===== src/hw/rtl/sfrc_pkg.sv =====
// Shared types and constants for the serial frame receiver with sum check.
// Used by sfrc_parser, sfrc_out_fifo and serial_frame_receiver_checksum.
package sfrc_pkg;

  localparam int LONG_PAYLOAD_DEF  = 500;
  localparam int SHORT_PAYLOAD_DEF = 128;
  localparam int SHORT_FRAME_DEF   = 16;

  localparam logic [7:0] LEAD_DONE = 8'h00;
  localparam logic [7:0] LEAD_PKT  = 8'h01;
  localparam logic [7:0] LEAD_ENQ  = 8'h05;
  localparam logic [7:0] LEAD_ACK  = 8'h06;

  localparam logic [15:0] TYPE_OK = 16'h4f4b;
  localparam logic [15:0] TYPE_DE = 16'h4445;
  localparam logic [15:0] TYPE_SB = 16'h5342;
  localparam logic [15:0] TYPE_DT = 16'h4454;

  typedef enum logic [2:0] {
    EV_BODY      = 3'd0,
    EV_ACK       = 3'd1,
    EV_DONE      = 3'd2,
    EV_ENQ       = 3'd3,
    EV_BAD_LEAD  = 3'd4,
    EV_UNKNOWN   = 3'd5,
    EV_SHORT_END = 3'd6,
    EV_DATA_END  = 3'd7
  } event_e;

  typedef struct packed {
    event_e      ev;
    logic [7:0]  body_byte;
    logic [8:0]  body_index;
    logic [15:0] type_code;
    logic [15:0] packet_number;
    logic [15:0] data_length;
    logic        checksum_ok;
  } result_t;

endpackage


===== src/hw/rtl/sfrc_parser.sv =====
// Frame parser: phase tracking, header capture, running sum and result build.
// Depends on sfrc_pkg.
module sfrc_parser #(
  parameter int LONG_PAYLOAD  = sfrc_pkg::LONG_PAYLOAD_DEF,
  parameter int SHORT_PAYLOAD = sfrc_pkg::SHORT_PAYLOAD_DEF,
  parameter int SHORT_FRAME   = sfrc_pkg::SHORT_FRAME_DEF
) (
  input  logic              clk_i,
  input  logic              rst_ni,
  input  logic              accept_i,
  input  logic [7:0]        rx_byte_i,
  input  logic              payload_mode_i,
  output logic              push_o,
  output sfrc_pkg::result_t result_o
);

  localparam int MaxPay = (LONG_PAYLOAD > SHORT_PAYLOAD) ? LONG_PAYLOAD : SHORT_PAYLOAD;
  localparam int MaxLen = (12 + MaxPay > SHORT_FRAME) ? 12 + MaxPay : SHORT_FRAME;
  localparam int PiuW   = $clog2(MaxPay + 1);
  localparam int PosW   = $clog2(MaxLen + 1);

  typedef enum logic [1:0] {
    PH_IDLE,
    PH_HEAD,
    PH_SHORT,
    PH_DATA
  } phase_e;

  phase_e            phase_q, phase_d;
  logic [PosW-1:0]   pos_q, pos_d;
  logic [15:0]       sum_q, sum_d;
  logic [15:0]       type_q, type_d;
  logic [15:0]       num_q, num_d;
  logic [15:0]       len_q, len_d;
  logic [15:0]       rsum_q, rsum_d;
  logic [PiuW-1:0]   piu_q, piu_d;

  logic [PosW-1:0]   pay_base;
  logic [15:0]       add_sum;
  logic [PosW-1:0]   pos_next;
  logic [PosW-1:0]   data_idx;
  logic [15:0]       len_shift;

  assign pay_base  = PosW'(piu_q) + PosW'(8);
  assign add_sum   = sum_q + {8'h00, rx_byte_i};
  assign pos_next  = pos_q + PosW'(1);
  assign data_idx  = pos_q - PosW'(8);
  assign len_shift = {len_q[7:0], rx_byte_i};

  always_comb begin
    phase_d  = phase_q;
    pos_d    = pos_q;
    sum_d    = sum_q;
    type_d   = type_q;
    num_d    = num_q;
    len_d    = len_q;
    rsum_d   = rsum_q;
    piu_d    = piu_q;
    push_o   = 1'b0;
    result_o = '0;
    if (accept_i) begin
      unique case (phase_q)
        PH_IDLE: begin
          if (rx_byte_i == sfrc_pkg::LEAD_ACK) begin
            push_o      = 1'b1;
            result_o.ev = sfrc_pkg::EV_ACK;
          end else if (rx_byte_i == sfrc_pkg::LEAD_DONE) begin
            push_o      = 1'b1;
            result_o.ev = sfrc_pkg::EV_DONE;
          end else if (rx_byte_i == sfrc_pkg::LEAD_ENQ) begin
            push_o      = 1'b1;
            result_o.ev = sfrc_pkg::EV_ENQ;
          end else if (rx_byte_i != sfrc_pkg::LEAD_PKT) begin
            push_o      = 1'b1;
            result_o.ev = sfrc_pkg::EV_BAD_LEAD;
          end else begin
            phase_d = PH_HEAD;
            pos_d   = PosW'(1);
            sum_d   = '0;
            type_d  = '0;
            num_d   = '0;
            len_d   = '0;
            rsum_d  = '0;
            piu_d   = '0;
          end
        end
        PH_HEAD: begin
          pos_d = pos_next;
          if (pos_q != PosW'(1)) begin
            sum_d  = add_sum;
            type_d = {type_q[7:0], rx_byte_i};
            if (pos_q != PosW'(2)) begin
              if (type_d == sfrc_pkg::TYPE_OK || type_d == sfrc_pkg::TYPE_DE ||
                  type_d == sfrc_pkg::TYPE_SB) begin
                phase_d = PH_SHORT;
              end else if (type_d == sfrc_pkg::TYPE_DT) begin
                phase_d = PH_DATA;
              end else begin
                phase_d            = PH_IDLE;
                pos_d              = '0;
                push_o             = 1'b1;
                result_o.ev        = sfrc_pkg::EV_UNKNOWN;
                result_o.type_code = type_d;
              end
            end
          end
        end
        PH_SHORT: begin
          pos_d = pos_next;
          if (pos_q < PosW'(SHORT_FRAME - 4)) begin
            sum_d               = add_sum;
            push_o              = 1'b1;
            result_o.ev         = sfrc_pkg::EV_BODY;
            result_o.body_byte  = rx_byte_i;
            result_o.body_index = 9'(pos_q - PosW'(4));
            result_o.type_code  = type_q;
          end else if (pos_q == PosW'(SHORT_FRAME - 4) ||
                       pos_q == PosW'(SHORT_FRAME - 3)) begin
            rsum_d = {rsum_q[7:0], rx_byte_i};
          end else if (pos_q >= PosW'(SHORT_FRAME - 1)) begin
            phase_d              = PH_IDLE;
            pos_d                = '0;
            push_o               = 1'b1;
            result_o.ev          = sfrc_pkg::EV_SHORT_END;
            result_o.type_code   = type_q;
            result_o.checksum_ok = (sum_q == rsum_q);
          end
        end
        PH_DATA: begin
          pos_d = pos_next;
          if (pos_q < PosW'(8)) begin
            sum_d = add_sum;
            if (pos_q < PosW'(6)) begin
              num_d = {num_q[7:0], rx_byte_i};
            end else begin
              len_d = len_shift;
              if (pos_q == PosW'(7)) begin
                piu_d = (payload_mode_i || len_shift == 16'(SHORT_PAYLOAD)) ?
                        PiuW'(SHORT_PAYLOAD) : PiuW'(LONG_PAYLOAD);
              end
            end
          end else if (pos_q < pay_base) begin
            sum_d = add_sum;
            if (16'(data_idx) < len_q) begin
              push_o                 = 1'b1;
              result_o.ev            = sfrc_pkg::EV_BODY;
              result_o.body_byte     = rx_byte_i;
              result_o.body_index    = 9'(data_idx);
              result_o.type_code     = type_q;
              result_o.packet_number = num_q;
              result_o.data_length   = len_q;
            end
          end else if (pos_q == pay_base || pos_q == pay_base + PosW'(1)) begin
            rsum_d = {rsum_q[7:0], rx_byte_i};
          end else if (pos_q >= pay_base + PosW'(3)) begin
            phase_d                = PH_IDLE;
            pos_d                  = '0;
            push_o                 = 1'b1;
            result_o.ev            = sfrc_pkg::EV_DATA_END;
            result_o.type_code     = type_q;
            result_o.packet_number = num_q;
            result_o.data_length   = len_q;
            result_o.checksum_ok   = (sum_q == rsum_q);
          end
        end
        default: phase_d = PH_IDLE;
      endcase
    end
  end

  always_ff @(posedge clk_i or negedge rst_ni) begin
    if (!rst_ni) begin
      phase_q <= PH_IDLE;
      pos_q   <= '0;
      sum_q   <= '0;
      type_q  <= '0;
      num_q   <= '0;
      len_q   <= '0;
      rsum_q  <= '0;
      piu_q   <= '0;
    end else begin
      phase_q <= phase_d;
      pos_q   <= pos_d;
      sum_q   <= sum_d;
      type_q  <= type_d;
      num_q   <= num_d;
      len_q   <= len_d;
      rsum_q  <= rsum_d;
      piu_q   <= piu_d;
    end
  end

`ifndef ASSERT_OFF
  a_idle_pos: assert property (@(posedge clk_i) disable iff (!rst_ni)
    (phase_q == PH_IDLE) |-> (pos_q == '0))
    else $error("position not cleared in idle");
  a_data_piu: assert property (@(posedge clk_i) disable iff (!rst_ni)
    (phase_q == PH_DATA && pos_q > PosW'(7)) |->
      (piu_q == PiuW'(SHORT_PAYLOAD) || piu_q == PiuW'(LONG_PAYLOAD)))
    else $error("payload size not set in data frame");
  a_no_push_idle: assert property (@(posedge clk_i) disable iff (!rst_ni)
    !accept_i |-> !push_o)
    else $error("result without accepted byte");
`endif

endmodule


===== src/hw/rtl/sfrc_out_fifo.sv =====
// Two-entry output buffer: output register plus skid slot for result items.
// Depends on sfrc_pkg.
module sfrc_out_fifo (
  input  logic              clk_i,
  input  logic              rst_ni,
  input  logic              push_i,
  input  sfrc_pkg::result_t data_i,
  output logic              ready_o,
  output logic              valid_o,
  input  logic              pop_ready_i,
  output sfrc_pkg::result_t data_o
);

  logic              v0_q, v1_q;
  sfrc_pkg::result_t s0_q, s1_q;
  logic              pop;

  assign pop     = v0_q && pop_ready_i;
  assign ready_o = !v1_q;
  assign valid_o = v0_q;
  assign data_o  = s0_q;

  always_ff @(posedge clk_i or negedge rst_ni) begin
    if (!rst_ni) begin
      v0_q <= 1'b0;
      v1_q <= 1'b0;
    end else if (pop) begin
      if (v1_q) begin
        v1_q <= 1'b0;
      end else begin
        v0_q <= push_i;
      end
    end else if (push_i) begin
      if (!v0_q) begin
        v0_q <= 1'b1;
      end else begin
        v1_q <= 1'b1;
      end
    end
  end

  always_ff @(posedge clk_i) begin
    if (pop) begin
      if (v1_q) begin
        s0_q <= s1_q;
      end else begin
        s0_q <= data_i;
      end
    end else if (push_i) begin
      if (!v0_q) begin
        s0_q <= data_i;
      end else begin
        s1_q <= data_i;
      end
    end
  end

`ifndef ASSERT_OFF
  a_no_overflow: assert property (@(posedge clk_i) disable iff (!rst_ni)
    push_i |-> !v1_q)
    else $error("push into full buffer");
  a_skid_order: assert property (@(posedge clk_i) disable iff (!rst_ni)
    v1_q |-> v0_q)
    else $error("skid slot filled with empty output slot");
  a_skid_drain: assert property (@(posedge clk_i) disable iff (!rst_ni)
    (pop && v1_q) |=> (v0_q && !v1_q))
    else $error("skid entry lost on pop");
`endif

endmodule


===== src/hw/rtl/serial_frame_receiver_checksum.sv =====
// Serial frame receiver with 16-bit sum check.
// Each result transaction is registered in the output buffer before it is presented on m_axis.
// Throughput: one byte per cycle while s_axis_tready is high; the parser updates its state for every byte.
// A two-entry output buffer keeps s_axis_tready high while one result waits.
// Reset clears parser state, payload_mode and the output buffer; no clearing pass.
// Depends on sfrc_pkg, sfrc_parser and sfrc_out_fifo.
module serial_frame_receiver_checksum #(
  parameter int LONG_PAYLOAD  = sfrc_pkg::LONG_PAYLOAD_DEF,
  parameter int SHORT_PAYLOAD = sfrc_pkg::SHORT_PAYLOAD_DEF,
  parameter int SHORT_FRAME   = sfrc_pkg::SHORT_FRAME_DEF
) (
  input  logic        clk_i,
  input  logic        rst_ni,
  input  logic        s_axis_tvalid,
  output logic        s_axis_tready,
  input  logic [7:0]  s_axis_tdata,   // [7:0] rx_byte
  output logic        m_axis_tvalid,
  input  logic        m_axis_tready,
  // [7:0] body_byte, [16:8] body_index, [32:17] type_code, [48:33] packet_number,
  // [64:49] data_length, [65] checksum_ok, [71:66] zero
  output logic [71:0] m_axis_tdata,
  output logic [2:0]  m_axis_tuser,   // [2:0] event_res
  input  logic        cfg_valid_i,
  output logic        cfg_ready_o,
  input  logic        cfg_data_i      // payload_mode
);

  logic              mode_q;
  logic              accept;
  logic              push;
  sfrc_pkg::result_t res_in;
  sfrc_pkg::result_t res_out;

  assign cfg_ready_o = 1'b1;
  assign accept      = s_axis_tvalid && s_axis_tready;

  always_ff @(posedge clk_i or negedge rst_ni) begin
    if (!rst_ni) begin
      mode_q <= 1'b0;
    end else if (cfg_valid_i) begin
      mode_q <= cfg_data_i;
    end
  end

  sfrc_parser #(
    .LONG_PAYLOAD  (LONG_PAYLOAD),
    .SHORT_PAYLOAD (SHORT_PAYLOAD),
    .SHORT_FRAME   (SHORT_FRAME)
  ) u_parser (
    .clk_i          (clk_i),
    .rst_ni         (rst_ni),
    .accept_i       (accept),
    .rx_byte_i      (s_axis_tdata),
    .payload_mode_i (mode_q),
    .push_o         (push),
    .result_o       (res_in)
  );

  sfrc_out_fifo u_out (
    .clk_i       (clk_i),
    .rst_ni      (rst_ni),
    .push_i      (push),
    .data_i      (res_in),
    .ready_o     (s_axis_tready),
    .valid_o     (m_axis_tvalid),
    .pop_ready_i (m_axis_tready),
    .data_o      (res_out)
  );

  assign m_axis_tdata = {6'b0, res_out.checksum_ok, res_out.data_length,
                         res_out.packet_number, res_out.type_code,
                         res_out.body_index, res_out.body_byte};
  assign m_axis_tuser = res_out.ev;

endmodule


===== config.mk =====
export PLATFORM = sky130hd
export DESIGN_NAME = serial_frame_receiver_checksum
export DESIGN_NICKNAME = d
export VERILOG_FILES = /design/src/hw/rtl/sfrc_pkg.sv /design/src/hw/rtl/sfrc_parser.sv /design/src/hw/rtl/sfrc_out_fifo.sv /design/src/hw/rtl/serial_frame_receiver_checksum.sv
export SDC_FILE = /design/constraint.sdc
export NUM_CORES = 1
export LEC_CHECK = 0
export ABC_AREA = 1
export BUFFER_PORTS_ARGS = -buffer_cell sky130_fd_sc_hd__buf_2
export CAP_MARGIN = 20
export CELL_PAD_IN_SITES_DETAIL_PLACEMENT = 1
export CELL_PAD_IN_SITES_GLOBAL_PLACEMENT = 1
export CORE_ASPECT_RATIO = 1.25
export CORE_MARGIN = 4
export CORE_UTILIZATION = 47
export DETAILED_ROUTE_END_ITERATION = 7
export PLACE_DENSITY_LB_ADDON = 0.1
export SLEW_MARGIN = 20
export SYNTH_ARGS = -nofsm -noshare
export SYNTH_HDL_FRONTEND = slang
export SYNTH_HIERARCHICAL = 1
export SYNTH_SLANG_ARGS = --single-unit

===== constraint.sdc =====
create_clock -name clk_i -period 10.3 [get_ports clk_i]
set_input_delay 2.06 -clock clk_i [delete_from_list [all_inputs] [get_ports clk_i]]
set_output_delay 2.06 -clock clk_i [all_outputs]
set_load 0.01 [all_outputs]

=== Yosys cells after proc, flatten, opt, wreduce, memory -nomap -nowiden ===
Index checks and enable logic that the tools add are counted.

* Add/sub/neg operators: 7
* Reduce and logical (&&, ||, !) cells: 27
* Order comparisons: 7
* Eq/ne operators: 42
* Mux-type cells: 130
* Bitwise gates (word level): 1

{| class="wikitable"
|+ Operator list
! operator !! number
|-
| $mux W69 || 6
|-
| $mux W16 || 25
|-
| $mux W10 || 15
|-
| $mux W49 || 2
|-
| $pmux W16 S2 || 3
|-
| $pmux W16 S3 || 2
|-
| $mux W9 || 8
|-
| $mux W65 || 1
|-
| $eq A16 B15 Y1 const B || 4
|-
| $pmux W16 S4 || 1
|-
| $mux W48 || 1
|-
| $mux W3 || 14
|-
| $pmux W10 S4 || 1
|-
| $mux W17 || 2
|-
| $pmux W17 S2 || 1
|-
| $mux W32 || 1
|-
| $mux W2 || 15
|-
| $mux W1 || 27
|-
| $ne A2 B2 Y1 const B || 12
|-
| $reduce_and A8 Y1 || 3
|-
| $add A10 B1 Y10 const B || 2
|-
| $eq A10 B10 Y1 || 2
|-
| $eq A10 B4 Y1 const B || 2
|-
| $lt A10 B4 Y1 const B || 2
|-
| other kinds (41) || 62
|}

* Flip-flop bits (word level): 242
* Word-level logic and storage cells: 239
* Output and inout port bits: 78
* Input bits: 14

=== Depth between registers and ports, before layout ===
* Word-level depth: 12
* Gate-level depth with buffers: 20
* Gate-level depth less buffers: 19

=== Hierarchy ===
The synthesis kept the hierarchy.

{| class="wikitable"
|+ Modules (own cells, without submodules)
! module !! cells an instance !! instances !! area each (sq um) !! sequential area each (sq um)
|-
| sfrc_parser || 923 || 1 || 6635.1 || 2352.3
|-
| sfrc_out_fifo || 391 || 1 || 5351.4 || 4194.0
|-
| serial_frame_receiver_checksum || 16 || 1 || 107.6 || 25.0
|}

=== Worst setup path after synthesis ===
Ideal clock, no wire load.

* Path type: input -> register
* Start: input s_axis_tdata[1]
* End: register u_out.s0_q, in the netlist u_out/data_o[0], enable pin
* Path buffers: 1
* Data required time: 9709 ps
* Setup slack: 1768 ps
* Data arrival time: 7940 ps
* Library setup time: 591 ps
* Cell stages on the path: 13
* Cells stage by stage: buf_2 > nand2_1 > nand3b_1 > nand2_1 > nand2_1 > nand2_1 > nand2_1 > nand3_1 > o21ai_0 > nor2_1 > nor2_1 > inv_1 > o21ai_0

* Cells in the longest elaborated chain, start to end: 10
* Elaborated cells on any way between the ends: 22
* Those cells by class: eq/ne: 7; mux: 10; reduce/logical: 5

{| class="wikitable"
|+ RTL lines
! what !! RTL line !! RTL
|-
| start, declared || serial_frame_receiver_checksum.sv:16 || <nowiki>input logic [7:0] s_axis_tdata,</nowiki>
|-
| $eq A16 B15 Y1 || sfrc_parser.sv:93 || <nowiki>if (type_d == sfrc_pkg::TYPE_OK || type_d == sfrc_pkg::TYPE_DE ||</nowiki>
|-
| $logic_or A1 B1 Y1 (2 in a row) || sfrc_parser.sv:93 ||
|-
| $mux W1 || sfrc_parser.sv:93 ||
|-
| $mux W1 || sfrc_parser.sv:92 || <nowiki>if (pos_q != PosW'(2)) begin</nowiki>
|-
| $mux W1 || sfrc_parser.sv:89 || <nowiki>if (pos_q != PosW'(1)) begin</nowiki>
|-
| $pmux W1 S4 * || sfrc_parser.sv:62 || <nowiki>unique case (phase_q)</nowiki>
|-
| $mux W1 * || sfrc_parser.sv:61 || <nowiki>if (accept_i) begin</nowiki>
|-
| via push || serial_frame_receiver_checksum.sv:30 || <nowiki>logic push;</nowiki>
|-
| $reduce_bool A2 Y1 (no source line) * || n/a ||
|-
| $reduce_and A2 Y1 (no source line) * || n/a ||
|-
| end signal, assigned || sfrc_out_fifo.sv:45 || <nowiki>s0_q <= s1_q;</nowiki>
|-
| end signal, assigned || sfrc_out_fifo.sv:47 || <nowiki>s0_q <= data_i;</nowiki>
|-
| end signal, assigned || sfrc_out_fifo.sv:51 || <nowiki>s0_q <= data_i;</nowiki>
|-
| end, declared || sfrc_out_fifo.sv:15 || <nowiki>sfrc_pkg::result_t s0_q, s1_q;</nowiki>
|}

Mark *: on every way through the listed nets, which the timed path passes. The rest lies on a longest branch.
A chain may end at the register's enable or synchronous reset.

=== Worst setup path after layout ===
* Start: input s_axis_tdata[3]
* End: register u_out/s1_q[2] (netlist name), enable pin

* Cells in the longest elaborated chain, start to end: 9
* Elaborated cells on any way between the ends: 21
* Those cells by class: eq/ne: 7; mux: 10; reduce/logical: 4

{| class="wikitable"
|+ RTL lines
! what !! RTL line !! RTL
|-
| $eq A16 B15 Y1 || sfrc_parser.sv:93 ||
|-
| $logic_or A1 B1 Y1 (2 in a row) || sfrc_parser.sv:93 ||
|-
| $mux W1 || sfrc_parser.sv:93 ||
|-
| $mux W1 || sfrc_parser.sv:92 ||
|-
| $mux W1 || sfrc_parser.sv:89 ||
|-
| $pmux W1 S4 * || sfrc_parser.sv:62 ||
|-
| $mux W1 * || sfrc_parser.sv:61 ||
|-
| via push || serial_frame_receiver_checksum.sv:30 ||
|-
| $reduce_and A3 Y1 (no source line) * || n/a ||
|-
| end signal, assigned || sfrc_out_fifo.sv:53 || <nowiki>s1_q <= data_i;</nowiki>
|-
| end, declared || sfrc_out_fifo.sv:15 ||
|}

Marks and branches as above.

==> results.md <==
* Worst EP required at 10460 ps
* R2r startpoint: u_parser/pos_q[3]
* Outcome: finished, final reports clean
* RSZ-0062 raised after global routing: no
* Syn_area_per_cell at 9.093 um2
* Fin. max-slew vios at 0
* Top FF cell, synth: edfxtp_1
* DRT Pass-1 Iters at 5
* Yosys warns at 6
* Syn Inst Count at 1330
* PD cells at 141.2 nW/um2
* WL/cell at 20.14 um
* Post-synth design cell area at 12090 um2
* Worst-case vdd ir drop at 0.00009601 V
* Cell Rows at 65
* Register area share after synthesis at 54.33%
* Hold_buf cts at 0
* Hold Crit Endpoint: u_parser/num_q[15]
* Layout cells sized above 1 at 11.86%
* Detail Placement HPWL at 24560 um
* Die ar. at 28380 um2
* Area growth syn-to-layout at 11.09%
* Chip height at 187.3 um
* Gr usage total at 24.72%
* CP endpoint kind: flop
* Routed Antenna Nets at 0
* Layout net count at 1432
* Fin cells at 1735
* DR iter-0 viols at 485
* Total gr overflow at 0
* Critical path peak fanout at 39
* Internal power component at 1495 uW
* Global-route wire length before repair at 55680 um
* Routed vias at 9750
* Vias in the first global route at 10.04k
* Worst-Skew Late Latency at 520 ps
* Final Wtd Congestion at 0.9000
* Leakage at 0.005341 uW
* Slew margin rel. at 31.09%
* Final std cell area, no fill at 13440 um2
* Initial antenna violation count at 0
* CTS buffer count at 25
* Async SR Flop Fraction at 41.28%
* Max Cap Violations at 0
* Inst Count DP at 1690
* DR vias/cell at 5.620
* H-tree depth at 1
* Drt total wl at 34940 um
* Initial Utilization at 47.82%
* CORE AREA at 25290 um2
* Min-Delay Path Class: flop to flop
* Root Buffer: clkbuf_16
* Switch share at 21.20%
* Finish-stage setup viols at 0
* Worst-Margin Slew at 1030 ps
* # fillers at 2959
* Worst R2R Path Depth at 16
* Port Buf Inserts at 84
* Hold Crit Start: u_parser/num_q[15]
* Setup CP Type: primary input to flop
* Placed cell area at 12650 um2
* Antenna Cells at 0
* Bufs on Longest Clock Path at 3
* Startpoint type of the worst setup path: primary input
* Drt drc at 0
* R2r endpoint: u_out/s1_q[2]
* Max Clk Rate at 200.1 MHz
* Clk slew on worst S/H paths at 60 ps
* Sequential share of power at 52.2%
* Die Width at 151.5 um
* Yosys cell types at 43
* Skew final at 12.56 ps
* Setup tns final at 0 ps
* Hold Path Depth at 2
* Top-level I/O count at 92
* Final worst path period share at 48.52%
* Total clock sinks at 235
* Clock network power share at 45.7%
* CTS tree: built
* Sw power at 402.4 uW
* FF-to-FF setup slack at 5470 ps
* Number of synthesized register bits at 235
* Post-layout util at 53.12%
* Arrival time worst endpoint at 5150 ps
* Pin count of the biggest net entering global routing at 75
* Post-CTS setup buffer count at 0
* Fin crit period at 4998 ps
* Hold Vio Cnt, Final at 0
* Post-synth EDFFs at 138
* Comb power frac at 2.2%
* Number of gates resized after CTS at 0
-- through the flow --
stage / hold WS [ps] / worst slack [ps] / power [uW]
after floorplan: 441.6 / 1768 / 1032
after global placement: 456.8 / 4892 / 1049
after detailed placement: 471.5 / 4767 / 1051
after CTS: 486.8 / 5290 / 1916
after global routing: 499.3 / 4968 / 1967
final: 485.7 / 5302 / 1898
-- cells in the final DEF, fill, tap and decap left out, types with 6 or more instances in the layout --
master / instances
buf_4: 11
a21oi_1: 42
nand2_2: 7
ha_1: 35
o21ai_0: 78
nand3_1: 57
nand2_1: 350
nor2_1: 96
clkbuf_1: 6
o31ai_1: 17
nand4_1: 90
dfrtp_1: 95
xor2_1: 16
nor2_4: 6
xnor2_1: 6
edfxtp_1: 138
inv_1: 114
inv_2: 6
clkbuf_16: 25
buf_2: 83
conb_1: 7
o21ai_1: 13
nor3_1: 29
o22ai_1: 7
nand3b_1: 16
-- cell usage after synthesis, types with 7 or more instances --
cell / n / area, um2
nand3b_1: 16 / 120.1
o31ai_1: 17 / 127.6
o21ai_0: 79 / 395.4
nor2_1: 97 / 364.1
nand3_1: 57 / 285.3
nand2_1: 350 / 1314
edfxtp_1: 138 / 4144
dfrtp_1: 97 / 2427
buf_2: 31 / 155.2
xor2_1: 16 / 140.1
nand4_1: 90 / 563.0
nor3_1: 29 / 145.1
clkbuf_1: 21 / 78.83
nand2_2: 7 / 43.79
ha_1: 35 / 437.9
inv_1: 114 / 427.9
o21ai_1: 13 / 65.06
buf_4: 12 / 90.09
a21oi_1: 42 / 210.2
o22ai_1: 7 / 43.79
-- state kept, by name, summed over array words and instances (netlist names), 2 cells and up --
register          cells
u_out/data_o         69
u_out/s1_q           69
u_parser/len_q       16
u_parser/num_q       16
u_parser/phase_q      2
u_parser/piu_q        2
u_parser/pos_q       10
u_parser/rsum_q      16
u_parser/sum_q       16
u_parser/type_q      16
-- cell families (layout without fill, tap and decap cells) --
group                      Yosys count  count (layout)  synth area share (%)
AOI/OAI and AO/OA                  175             175                 8.059
and+or+nand+nor                    666             666                 25.07
buffers and inverters              194             259                 7.097
DFF                                235             235                 54.33
xor gates and xnor gates            22              22                 1.593
adders and majority gates           36              36                 3.786
other                                2               7               0.06210
-- worst max-delay path by stage --
stage / startpoint / endpoint / depth (start not counted) / slack [ps]
floorplan: s_axis_tdata[1] / u_out/data_o[0] / 13 / 1770
global placement: s_axis_tdata[3] / u_out/s1_q[54] / 14 / 4890
detailed placement: s_axis_tdata[3] / u_out/s1_q[14] / 14 / 4770
CTS: s_axis_tdata[3] / u_out/s1_q[10] / 14 / 5290
global route: s_axis_tdata[3] / u_out/s1_q[50] / 14 / 4970
finish: s_axis_tdata[3] / u_out/s1_q[2] / 14 / 5300
-- critical path, stage by stage --
cell and delay, ps:
buf_2 140, inv_1 90, nand2_1 110, nor3_1 90, nand2_1 80, nand2_1 50, nand2_1 70, nand3_1 340
o21ai_0 400, nor2_1 90, nor2_1 150, nand2_1 130, nor2_4 730, buf_4 580
-- per-layer routing --
metal	up-vias	share of wire (%)	GRT usage, %
li1	4611	-	-
met1	4844	43	33.06
met2	229	49	41.50
met3	66	4.5	3.417
met4	0	3.3	7.746
met5	-	0	0
-- power groups by stage --
stage / Sequential, uW / Combinational [uW] / Clock [uW]
floorplan: 1010 / 23.7 / 0
global placement: 1010 / 40.9 / 0
detailed placement: 1010 / 42.1 / 0
CTS: 990 / 42.3 / 884
global route: 989 / 47.3 / 931
finish: 990 / 41.7 / 866
-- final cells by class --
cell class | count | area [um2] | share of cell area, %
clock inverters | 14 | 126.4 | 0.9406
repair buffers | 94 | 498.0 | 3.706
flip-flops and latches | 235 | 6574 | 48.93
multi-input cells | 906 | 4720 | 35.13
inverters | 120 | 450.4 | 3.353
well taps | 335 | 419.2 | 3.120
clock buffers | 31 | 648.1 | 4.824
No activity file was read; power rests on OpenSTA's default activity.
